<file path="src/rtl/psc_pkg.sv">
// ----------------------------------------------------------------------------
// psc_pkg
// Operation and status codes shared by the pending signal controller.
// ----------------------------------------------------------------------------
package psc_pkg;

    typedef enum logic [1:0] {
        MODE_SEND    = 2'd0,
        MODE_TAKE    = 2'd1,
        MODE_BLOCK   = 2'd2,
        MODE_UNBLOCK = 2'd3
    } mode_t;

    typedef enum logic [2:0] {
        ST_OK        = 3'd0,
        ST_INVALID   = 3'd1,
        ST_BLOCKED   = 3'd2,
        ST_PROTECTED = 3'd3,
        ST_FULL      = 3'd4,
        ST_NONE      = 3'd5
    } status_t;

    localparam int SIG_NUM_W  = 7;
    localparam int SIG_OUT_W  = 6;
    localparam int COUNT_W    = 8;

endpackage

</file>
<file path="src/rtl/pending_signal_controller.sv">
// ----------------------------------------------------------------------------
// pending_signal_controller
// Pending and blocked state of one task's signals: send, take, block and
// unblock requests; standard signals as pending bits, realtime signals in a
// bounded queue held in a RAM.
//
//   channel  direction  handshake            payload
//   in       input      in_valid / in_stall  mode, signal_number
//   out      output     out_valid / out_stall status, delivered_signal,
//                                            delivered_valid, pending_total
//
// each request has an accept step (queue head read issued to the RAM)
// and an execute step, which uses the registered RAM read data
// one result per request, held in an output register; a stalled result
// holds the execute step, and a new request is taken while it waits
// reset clears masks, pointers, fill and counter; the queue RAM is not
// cleared and needs no clearing pass
// ----------------------------------------------------------------------------
module pending_signal_controller #(
    parameter int NUM_SIGNALS  = 64,
    parameter int NUM_STANDARD = 32,
    parameter int QUEUE_DEPTH  = 16,
    parameter int KILL_SIGNAL  = 9,
    parameter int STOP_SIGNAL  = 19
) (
    input  logic       clk,
    input  logic       rst_n,
    input  logic       in_valid,
    output logic       in_stall,
    input  logic [1:0] mode,
    input  logic [6:0] signal_number,
    output logic       out_valid,
    input  logic       out_stall,
    output logic [2:0] status,
    output logic [5:0] delivered_signal,
    output logic       delivered_valid,
    output logic [7:0] pending_total
);

    localparam int PTR_W  = $clog2(QUEUE_DEPTH);
    localparam int FILL_W = $clog2(QUEUE_DEPTH + 1);
    localparam int CW     = psc_pkg::COUNT_W;
    localparam int SW     = psc_pkg::SIG_NUM_W;
    localparam int OW     = psc_pkg::SIG_OUT_W;

    typedef enum logic {
        S_IDLE,
        S_EXEC
    } state_t;

    state_t                state_reg;
    psc_pkg::mode_t        mode_reg;
    logic [SW-1:0]         sig_reg;
    logic [NUM_STANDARD-1:0] std_reg, std_next;
    logic [NUM_SIGNALS-1:0]  blk_reg, blk_next;
    logic [PTR_W-1:0]      head_reg, head_next;
    logic [PTR_W-1:0]      tail_reg, tail_next;
    logic [FILL_W-1:0]     fill_reg, fill_next;
    logic [CW-1:0]         cnt_reg, cnt_next;

    logic                  out_valid_reg;
    psc_pkg::status_t      status_reg, status_next;
    logic [OW-1:0]         dsig_reg, dsig_next;
    logic                  dvalid_reg, dvalid_next;

    logic                  accept;
    logic                  finish;
    logic                  push;
    logic [OW-1:0]         q_rd_data;

    logic [NUM_STANDARD-1:0] std_hot;
    logic [NUM_SIGNALS-1:0]  sig_hot;
    logic [NUM_STANDARD-1:0] std_low;
    logic [OW-1:0]         std_idx;
    logic                  std_found;
    logic                  sig_ok;
    logic                  sig_std;
    logic                  sig_blocked;
    logic                  sig_protected;
    logic                  q_full;
    logic [CW-1:0]         cnt_inc;
    logic [PTR_W-1:0]      head_inc;
    logic [PTR_W-1:0]      tail_inc;

    assign accept   = in_valid && !in_stall;
    assign in_stall = (state_reg != S_IDLE);
    assign finish   = (state_reg == S_EXEC) && (!out_valid_reg || !out_stall);

    psc_ram #(
        .WIDTH (OW),
        .DEPTH (QUEUE_DEPTH)
    ) u_queue_ram (
        .clk     (clk),
        .wr_en   (finish && push),
        .wr_addr (tail_reg),
        .wr_data (sig_reg[OW-1:0]),
        .rd_en   (accept),
        .rd_addr (head_reg),
        .rd_data (q_rd_data)
    );

    // signal decode and lowest pending standard signal
    always_comb
    begin
        std_found = 1'b0;
        std_idx   = '0;
        for (int i = 0; i < NUM_STANDARD; i++)
        begin
            std_hot[i] = (sig_reg == SW'(i));
        end
        for (int i = 0; i < NUM_SIGNALS; i++)
        begin
            sig_hot[i] = (sig_reg == SW'(i));
        end
        for (int i = NUM_STANDARD - 1; i >= 0; i--)
        begin
            if (std_reg[i])
            begin
                std_found = 1'b1;
                std_idx   = OW'(i);
            end
        end
    end

    assign std_low       = std_reg & (~std_reg + NUM_STANDARD'(1));
    assign sig_ok        = (sig_reg < SW'(NUM_SIGNALS));
    assign sig_std       = (sig_reg < SW'(NUM_STANDARD));
    assign sig_blocked   = |(blk_reg & sig_hot);
    assign sig_protected = (sig_reg == SW'(KILL_SIGNAL)) || (sig_reg == SW'(STOP_SIGNAL));
    assign q_full        = (fill_reg == FILL_W'(QUEUE_DEPTH));
    assign cnt_inc       = (cnt_reg == {CW{1'b1}}) ? cnt_reg : cnt_reg + CW'(1);
    assign head_inc      = (head_reg == PTR_W'(QUEUE_DEPTH - 1)) ? '0 : head_reg + PTR_W'(1);
    assign tail_inc      = (tail_reg == PTR_W'(QUEUE_DEPTH - 1)) ? '0 : tail_reg + PTR_W'(1);

    // request execution
    always_comb
    begin
        std_next    = std_reg;
        blk_next    = blk_reg;
        head_next   = head_reg;
        tail_next   = tail_reg;
        fill_next   = fill_reg;
        cnt_next    = cnt_reg;
        status_next = psc_pkg::ST_OK;
        dsig_next   = '0;
        dvalid_next = 1'b0;
        push        = 1'b0;
        unique case (mode_reg)
            psc_pkg::MODE_SEND:
            begin
                if (!sig_ok)
                begin
                    status_next = psc_pkg::ST_INVALID;
                end
                else if (sig_blocked)
                begin
                    status_next = psc_pkg::ST_BLOCKED;
                end
                else if (sig_std)
                begin
                    std_next = std_reg | std_hot;
                    cnt_next = cnt_inc;
                end
                else if (q_full)
                begin
                    status_next = psc_pkg::ST_FULL;
                end
                else
                begin
                    push      = 1'b1;
                    tail_next = tail_inc;
                    fill_next = fill_reg + FILL_W'(1);
                    cnt_next  = cnt_inc;
                end
            end
            psc_pkg::MODE_TAKE:
            begin
                status_next = psc_pkg::ST_NONE;
                if (cnt_reg != '0)
                begin
                    if (std_found)
                    begin
                        std_next    = std_reg & ~std_low;
                        dsig_next   = std_idx;
                        dvalid_next = 1'b1;
                        cnt_next    = cnt_reg - CW'(1);
                        status_next = psc_pkg::ST_OK;
                    end
                    else if (fill_reg != '0)
                    begin
                        dsig_next   = q_rd_data;
                        dvalid_next = 1'b1;
                        head_next   = head_inc;
                        fill_next   = fill_reg - FILL_W'(1);
                        cnt_next    = cnt_reg - CW'(1);
                        status_next = psc_pkg::ST_OK;
                    end
                end
            end
            psc_pkg::MODE_BLOCK:
            begin
                if (!sig_ok)
                begin
                    status_next = psc_pkg::ST_INVALID;
                end
                else if (sig_protected)
                begin
                    status_next = psc_pkg::ST_PROTECTED;
                end
                else
                begin
                    blk_next = blk_reg | sig_hot;
                end
            end
            psc_pkg::MODE_UNBLOCK:
            begin
                if (!sig_ok)
                begin
                    status_next = psc_pkg::ST_INVALID;
                end
                else
                begin
                    blk_next = blk_reg & ~sig_hot;
                end
            end
            default:
            begin
                status_next = psc_pkg::ST_OK;
            end
        endcase
    end

    // request capture
    always_ff @(posedge clk)
    begin
        if (accept)
        begin
            mode_reg <= psc_pkg::mode_t'(mode);
            sig_reg  <= signal_number;
        end
    end

    always_ff @(posedge clk or negedge rst_n)
    begin
        if (!rst_n)
        begin
            state_reg     <= S_IDLE;
            std_reg       <= '0;
            blk_reg       <= '0;
            head_reg      <= '0;
            tail_reg      <= '0;
            fill_reg      <= '0;
            cnt_reg       <= '0;
            out_valid_reg <= 1'b0;
            status_reg    <= psc_pkg::ST_OK;
            dsig_reg      <= '0;
            dvalid_reg    <= 1'b0;
        end
        else
        begin
            if (out_valid_reg && !out_stall && !finish)
            begin
                out_valid_reg <= 1'b0;
            end
            unique case (state_reg)
                S_IDLE:
                begin
                    if (accept)
                    begin
                        state_reg <= S_EXEC;
                    end
                end
                S_EXEC:
                begin
                    if (finish)
                    begin
                        state_reg     <= S_IDLE;
                        std_reg       <= std_next;
                        blk_reg       <= blk_next;
                        head_reg      <= head_next;
                        tail_reg      <= tail_next;
                        fill_reg      <= fill_next;
                        cnt_reg       <= cnt_next;
                        out_valid_reg <= 1'b1;
                        status_reg    <= status_next;
                        dsig_reg      <= dsig_next;
                        dvalid_reg    <= dvalid_next;
                    end
                end
                default:
                begin
                    state_reg <= S_IDLE;
                end
            endcase
        end
    end

    assign out_valid        = out_valid_reg;
    assign status           = status_reg;
    assign delivered_signal = dsig_reg;
    assign delivered_valid  = dvalid_reg;
    assign pending_total    = cnt_reg;

    a_fill_bound : assert property (@(posedge clk) disable iff (!rst_n)
        fill_reg <= FILL_W'(QUEUE_DEPTH))
        else $error("queue fill beyond depth");

    a_ptr_fill : assert property (@(posedge clk) disable iff (!rst_n)
        (head_reg != tail_reg) |-> (fill_reg != '0))
        else $error("queue pointers apart with zero fill");

    a_one_at_a_time : assert property (@(posedge clk) disable iff (!rst_n)
        accept |=> in_stall)
        else $error("request taken while another executes");

    a_delivered_ok : assert property (@(posedge clk) disable iff (!rst_n)
        (out_valid && delivered_valid) |-> (status_reg == psc_pkg::ST_OK))
        else $error("delivered signal with failing status");

    a_take_no_set : assert property (@(posedge clk) disable iff (!rst_n)
        (finish && (mode_reg == psc_pkg::MODE_TAKE)) |=> ((std_reg & ~$past(std_reg)) == '0))
        else $error("take raised a pending bit");

endmodule

</file>
<file path="src/rtl/psc_ram.sv">
// ----------------------------------------------------------------------------
// psc_ram
// Generic simple dual-port RAM, one write port, one registered read port.
// ----------------------------------------------------------------------------
module psc_ram #(
    parameter int WIDTH = 6,
    parameter int DEPTH = 16
) (
    input  logic                     clk,
    input  logic                     wr_en,
    input  logic [$clog2(DEPTH)-1:0] wr_addr,
    input  logic [WIDTH-1:0]         wr_data,
    input  logic                     rd_en,
    input  logic [$clog2(DEPTH)-1:0] rd_addr,
    output logic [WIDTH-1:0]         rd_data
);

    logic [WIDTH-1:0] mem [DEPTH];

    always_ff @(posedge clk)
    begin
        if (wr_en)
        begin
            mem[wr_addr] <= wr_data;
        end
        if (rd_en)
        begin
            rd_data <= mem[rd_addr];
        end
    end

endmodule

</file>
<file path="config.mk">
export PLATFORM = sky130hd
export DESIGN_NAME = pending_signal_controller
export DESIGN_NICKNAME = d
export VERILOG_FILES = /design/src/rtl/psc_pkg.sv /design/src/rtl/pending_signal_controller.sv /design/src/rtl/psc_ram.sv
export SDC_FILE = /design/constraint.sdc
export NUM_CORES = 1
export LEC_CHECK = 0
export BUFFER_PORTS_ARGS = -buffer_cell sky130_fd_sc_hd__buf_4
export CAP_MARGIN = 20
export CORE_UTILIZATION = 50
export DETAILED_ROUTE_END_ITERATION = 10
export PLACE_DENSITY_LB_ADDON = 0.3
export SYNTH_ARGS = -nofsm -noshare
export SYNTH_HDL_FRONTEND = slang
export SYNTH_SLANG_ARGS = --single-unit
export TNS_END_PERCENT = 10
</file>
<file path="constraint.sdc">
create_clock -name clk -period 4.84 [get_ports clk]
set_input_delay 0.484 -clock clk [delete_from_list [all_inputs] [get_ports clk]]
set_output_delay 0.484 -clock clk [all_outputs]
set_load 0.01 [all_outputs]
</file>
* Yosys cells after proc, flatten, opt, wreduce, memory -nomap -nowiden
Memory sizes are Yosys's and may differ from the RTL's. A register that Yosys moved wholly into a read port is not among the register bits.
Index checks and enable logic that the tools add are counted.
** Storage, ports and cells
- Bits in registers :: 138
- Latch bits :: 0
- Bits in writable memories :: 96
- ROM bits :: 0
- Input bits :: 13
- Output and inout port bits :: 20
- Logic and storage cells :: 271
- Memories kept :: 1
** Operators by class
- Add/subtract/negate cells :: 7
- $mul :: 0
- Div/mod/pow operators :: 0
- Magnitude comparators :: 2
- Equal/unequal tests :: 84
- Shifts and indexed selects :: 0
- Mux-type cells :: 125
- Bitwise logic cells :: 14
- Reductions and logical operators :: 25
** Memory list
- u_queue_ram.mem :: depth 16, bits a word 6, read ports 1, clocked after memory_dff 1, write ports 1, RTL line psc_ram.sv:18 : logic [WIDTH-1:0] mem [DEPTH];
** Operators with widths (number)
- $eq A7 B6 Y1 const B :: 32
- $mux W6 :: 33
- $mux W64 :: 3
- $mux W32 :: 5
- $and A64 B64 Y64 :: 2
- $pmux W64 S2 :: 1
- $eq A7 B5 Y1 const B :: 16
- $and A32 B32 Y32 :: 2
- $mux W8 :: 8
- $not A32 Y32 :: 2
- $not A64 Y64 :: 1
- $or A64 B64 Y64 :: 1
- $pmux W32 S2 :: 1
- $reduce_or A64 Y1 :: 1
- $eq A7 B4 Y1 const B :: 8
- $mux W5 :: 10
- $mux W1 :: 49
- $add A32 B1 Y32 const B :: 1
- $or A32 B32 Y32 :: 1
- $eq A7 B3 Y1 const B :: 4
- $ne A2 B2 Y1 const B :: 12
- $mux W3 :: 7
- $pmux W8 S2 :: 1
- $reduce_and A8 Y1 :: 2
- other kinds (33) :: 54

* Longest topological paths before layout
- Depth in word-level cells :: 35
- Depth in mapped cells :: 12
- Depth with buffers taken out :: 11

* Hierarchy
From an unflattened synthesis, not the netlist that was laid out.
** Second synthesis, totals
- Cells, all modules :: 949
- Area total of the unflattened synthesis :: 11431.0 um^2
** Modules (own cells, without submodules)
- pending_signal_controller :: instances 1, cells each 771, area each 7475.9 um^2, seq. area each 3498.4 um^2
- psc_ram :: instances 1, cells each 178, area each 3955.0 um^2, seq. area each 3062.9 um^2

* Worst setup path before layout
Ideal clock, no wire load.
- Path kind :: reg-to-reg
- Start point :: reg sig_reg[0]
- End point :: mem u_queue_ram.mem[11][0] (enable)
- Library setup time :: 0.386 ns
- Arrival :: 3.345 ns
- Required time :: 4.454 ns
- Setup slack :: 1.109 ns
- Stages on the path, launching flop included :: 11
- Path buffers :: 3
- Clock period less this slack :: 3.731 ns
- Cell sequence :: edfxtp_1 > buf_2 > buf_2 > mux2_2 > a22oi_1 > o32ai_1 > a2111oi_0 > nand4_1 > or3_1 > clkbuf_1 > nor4_1
** On the way
- Longest elaborated chain between the ends :: 9
- Elaborated cells on any way between the ends :: 75
- Classes of those cells :: 2 x order compare; 63 x eq/ne; 6 x mux; 1 x bitwise; 3 x reduce/logical
** RTL lines
- start: declaration :: RTL line pending_signal_controller.sv:53 : logic [SW-1:0] sig_reg;
- start signal: assignment :: RTL line pending_signal_controller.sv:239 : sig_reg <= signal_number;
- $eq A7 B1 Y1 (tied with other cells) :: RTL line pending_signal_controller.sv:113 : sig_hot[i] = (sig_reg == SW'(i));
- $and A64 B64 Y64 :: RTL line pending_signal_controller.sv:128 : assign sig_blocked = |(blk_reg & sig_hot);
- $reduce_or A64 Y1 :: RTL line pending_signal_controller.sv:128
- $mux W1 :: RTL line pending_signal_controller.sv:155 : else if (sig_blocked)
- $mux W1 (*) :: RTL line pending_signal_controller.sv:151 : if (!sig_ok)
- $mux W1 (*) :: RTL line pending_signal_controller.sv:148 : unique case (mode_reg)
- $logic_and A1 B1 Y1 (*) :: RTL line pending_signal_controller.sv:94 : .wr_en (finish && push),
- $mux W1 (*) :: RTL line psc_ram.sv:22 : if (wr_en)
- $mux W1 (not written as such) (*) :: RTL line psc_ram.sv:24 : mem[wr_addr] <= wr_data;
- end: declaration :: RTL line psc_ram.sv:18
Every way passes the cells marked *; elsewhere a longest branch is shown, timed or not.

* Worst setup path after layout
- Start point :: reg sig_reg[3]
- End point :: mem u_queue_ram.mem[6][3] (enable)
The elaborated chain is that of the path after synthesis.

==> impl_metrics.json <==
{
  "status": "finished, violations left",
  "failed_checks": "design-rule violations",
  "hold-worst-slack_ns": 0.01792,
  "placement.io_buffers": 32,
  "postRouteAntennaNets": 0,
  "rsz_0062_raised_after_global_routing": "false",
  "relSlewSlack_pct": 30.07,
  "clk-insertion-delay-late_ns": 0.55,
  "final_min_period_over_clock_period_pct": 83.71,
  "clockPowerShare_pct": 36.0,
  "dieArea_um2": 23350,
  "diodes": 0,
  "pin_count_of_the_biggest_net_entering_global_routing": 102,
  "synth.ff_latch_count": 240,
  "max-clock-path-buffers": 3,
  "ys_top_cells_by_area": "edfxtp_1, dfrtp_1, a21oi_1, a31oi_1, mux4_2",
  "drt_iter0_markers": 739,
  "power.total_uw": 5878,
  "placement.setup.worst_slack_ns": 0.8122,
  "drc": 3,
  "gp_congestion": 0.8996,
  "synth_flop_cell": "dfrtp_1",
  "tritoncts": "yes",
  "max_clock_freq_mhz": 246.8,
  "hold_class": "in2async",
  "worst_clock_skew_ns": 0.02021,
  "syn-cell-area_um2": 11370,
  "ys_top_cells_by_count": "dfrtp_1, a21oi_1, edfxtp_1",
  "number_of_antenna_violations_at_the_first_check_in_global_routing": 0,
  "grt_first_pass_wirelength_um": 44970,
  "cp.required_ns": 5.06,
  "wire_per_inst_um": 21.35,
  "power.leakage_uw": 0.005148,
  "async_reset_ff_share_pct": 53.75,
  "finalHoldViolCount": 0,
  "multiInputGateArea_um2": 4453,
  "setup_total_negative_slack_ns": 0,
  "ioPinCount": 33,
  "ys_types": 77,
  "cp_data_arrival_time_ns": 4.27,
  "register_area_share_after_synthesis_pct": 57.70,
  "cellInternalPower_uw": 4173,
  "final-setup-viol-count": 0,
  "mean_instance_size_in_the_synthesized_netlist_um2": 11.52,
  "detail_route.vias_per_cell": 6.344,
  "clkTransAtPathRegs_ns": 0.06,
  "layout-drive-gt1-share_pct": 16.85,
  "ir_drop_mv": 0.2108,
  "start_util_pct": 51.47,
  "post_cts_buffers": 0,
  "end_kind": "flop",
  "syn_nets": 1016,
  "wirelength_um": 27910,
  "setup.worst_path.class": "reg2reg",
  "start_kind": "flop",
  "clock_sinks": 240,
  "floorplan.core_area_um2": 22090,
  "h-tree-depth": 1,
  "overflow": 0,
  "most_frequently_used_cell_type_in_the_post_synthesis_netlist": "dfrtp_1",
  "share_of_power_burned_in_combinational_logic_pct": 20.7,
  "timing.final.crit_period_ns": 4.052,
  "cts_repair_resize_count": 0,
  "power_density_nw_per_um2": 455.5,
  "cts_made_buffers": 25,
  "finalWorstSetupSlack_ns": 0.7885,
  "grt_pass1_vias": 8105,
  "drt_pre_antenna_iters": 10,
  "synth_cells": 987,
  "grtUsageTotal_pct": 24.60,
  "die_width_um": 152.8,
  "synth_area_leader_cell": "edfxtp_1",
  "cts_root_buf": "clkbuf_16",
  "synthesis.yosys.warnings": 0,
  "ctsHoldBuffers": 0,
  "net_switching_uw": 1705,
  "timing.final.max_slew_violations": 0,
  "synth_edf_count": 111,
  "place_hpwl_um": 18280,
  "timing.max_cap.violations": 0,
  "die_y_um": 152.8,
  "switching_share_pct": 29.01,
  "pwr-share-seq_pct": 43.3,
  "final-seq-area_um2": 6563,
  "via_count": 8291,
  "final_net_count": 1037,
  "cp_max_fo": 21,
  "area_share_of_the_largest_cell_type_after_synthesis_pct": 29.31,
  "worstMarginPinSlew_ns": 1.045,
  "rows": 54,
  "fillerInstances": 1765,
  "area_delta_synth_final_pct": 13.48
}
==> cell usage in the layout (no fill, tap or decap), types with 6 or more instances in the layout <==
| master | instances |
|---|---|
| dfrtp_1 | 128 |
| a21oi_1 | 111 |
| edfxtp_1 | 111 |
| a31oi_1 | 69 |
| nand2_1 | 64 |
| buf_4 | 64 |
| nor2_1 | 48 |
| o21ai_0 | 34 |
| mux2i_1 | 25 |
| clkbuf_16 | 25 |
| nor3_1 | 24 |
| inv_1 | 22 |
| nor4_1 | 22 |
| mux2_2 | 16 |
| ha_1 | 14 |
| nand2b_1 | 13 |
| mux4_2 | 13 |
| xnor2_1 | 12 |
| a22oi_1 | 11 |
| and2_1 | 10 |
| nand3_1 | 9 |
| and3_1 | 9 |
| nand3b_1 | 7 |
| a211oi_1 | 7 |
| a221oi_1 | 6 |
| nand4_1 | 6 |
| o41ai_1 | 6 |
| a21o_1 | 6 |
==> routing by layer <==
layer	vias up	wire length, um	track usage (%)
met1	4145	12460	35.28
li1	3824	-	-
met3	42	1872	4.181
met4	0	592	7.119
met5	-	0	0
met2	280	12980	38.60
==> cells by family after synthesis <==
kind of cell               after synthesis  share of synthesized area (%)
AOI/OAI and AO/OA                      301                          16.56
and+or+nand+nor                        262                          12.30
DFF                                    240                          57.70
buffers and inverters                   96                          3.521
muxes                                   59                          7.020
adders and majority gates               16                          1.893
xor gates and xnor gates                13                          1.001
==> worst max-delay path, stage by stage, from the launching register on <==
cell	delay (ns)
edfxtp_1	0.81
buf_4	0.36
buf_4	0.22
nor2_1	0.07
a21oi_1	0.15
o22ai_1	0.08
a2111oi_0	0.44
nand4_1	0.14
buf_4	0.18
or3_1	0.54
nor3_1	0.36
and2_1	0.36
==> final timing paths <==
kind,cells past startpoint,startpoint,slack [ns],endpoint
max,11,sig_reg[3],0.79,u_queue_ram.mem[6][3]
min,1,rst_n,0.02,pending_total[6]
max reg2reg,11,sig_reg[3],0.79,u_queue_ram.mem[6][3]
min reg2reg,1,u_queue_ram.rd_data[5],0.47,delivered_signal[5]
max in group asynchronous,2,rst_n,3.80,asynchronous set/reset pin
min in group clk,1,signal_number[3],0.11,sig_reg[3]
==> area by class of cell <==
cell class	instances	share of cell area, %
clock buffers	31	5.333
well taps	280	2.715
repair buffers	67	4.121
clock inverters	15	1.794
flip-flops and latches	240	50.86
multi-input cells	651	34.51
inverters	23	0.6691
==> per-stage QoR <==
stage / util (%) / instance area (um^2) / std cells
after floorplan: - / 11370 / 987
after global placement: 54.15 / 11960 / 1260
after detailed placement: 54.15 / 11960 / 1260
after CTS: 58.31 / 12880 / 1306
after global routing: 58.40 / 12900 / 1307
final: 58.40 / 12900 / 1307
==> power groups by stage <==
stage          logic [uW]  clock network, uW  registers, uW
6_report             1220               2110           2550
3_5_place_dp         1210                  0           2590
2_1_floorplan         903                  0           2480
3_3_place_gp         1190                  0           2580
4_1_cts              1220               2140           2550
5_1_grt              1340               2210           2570
No activity file was read; power rests on OpenSTA's default activity.
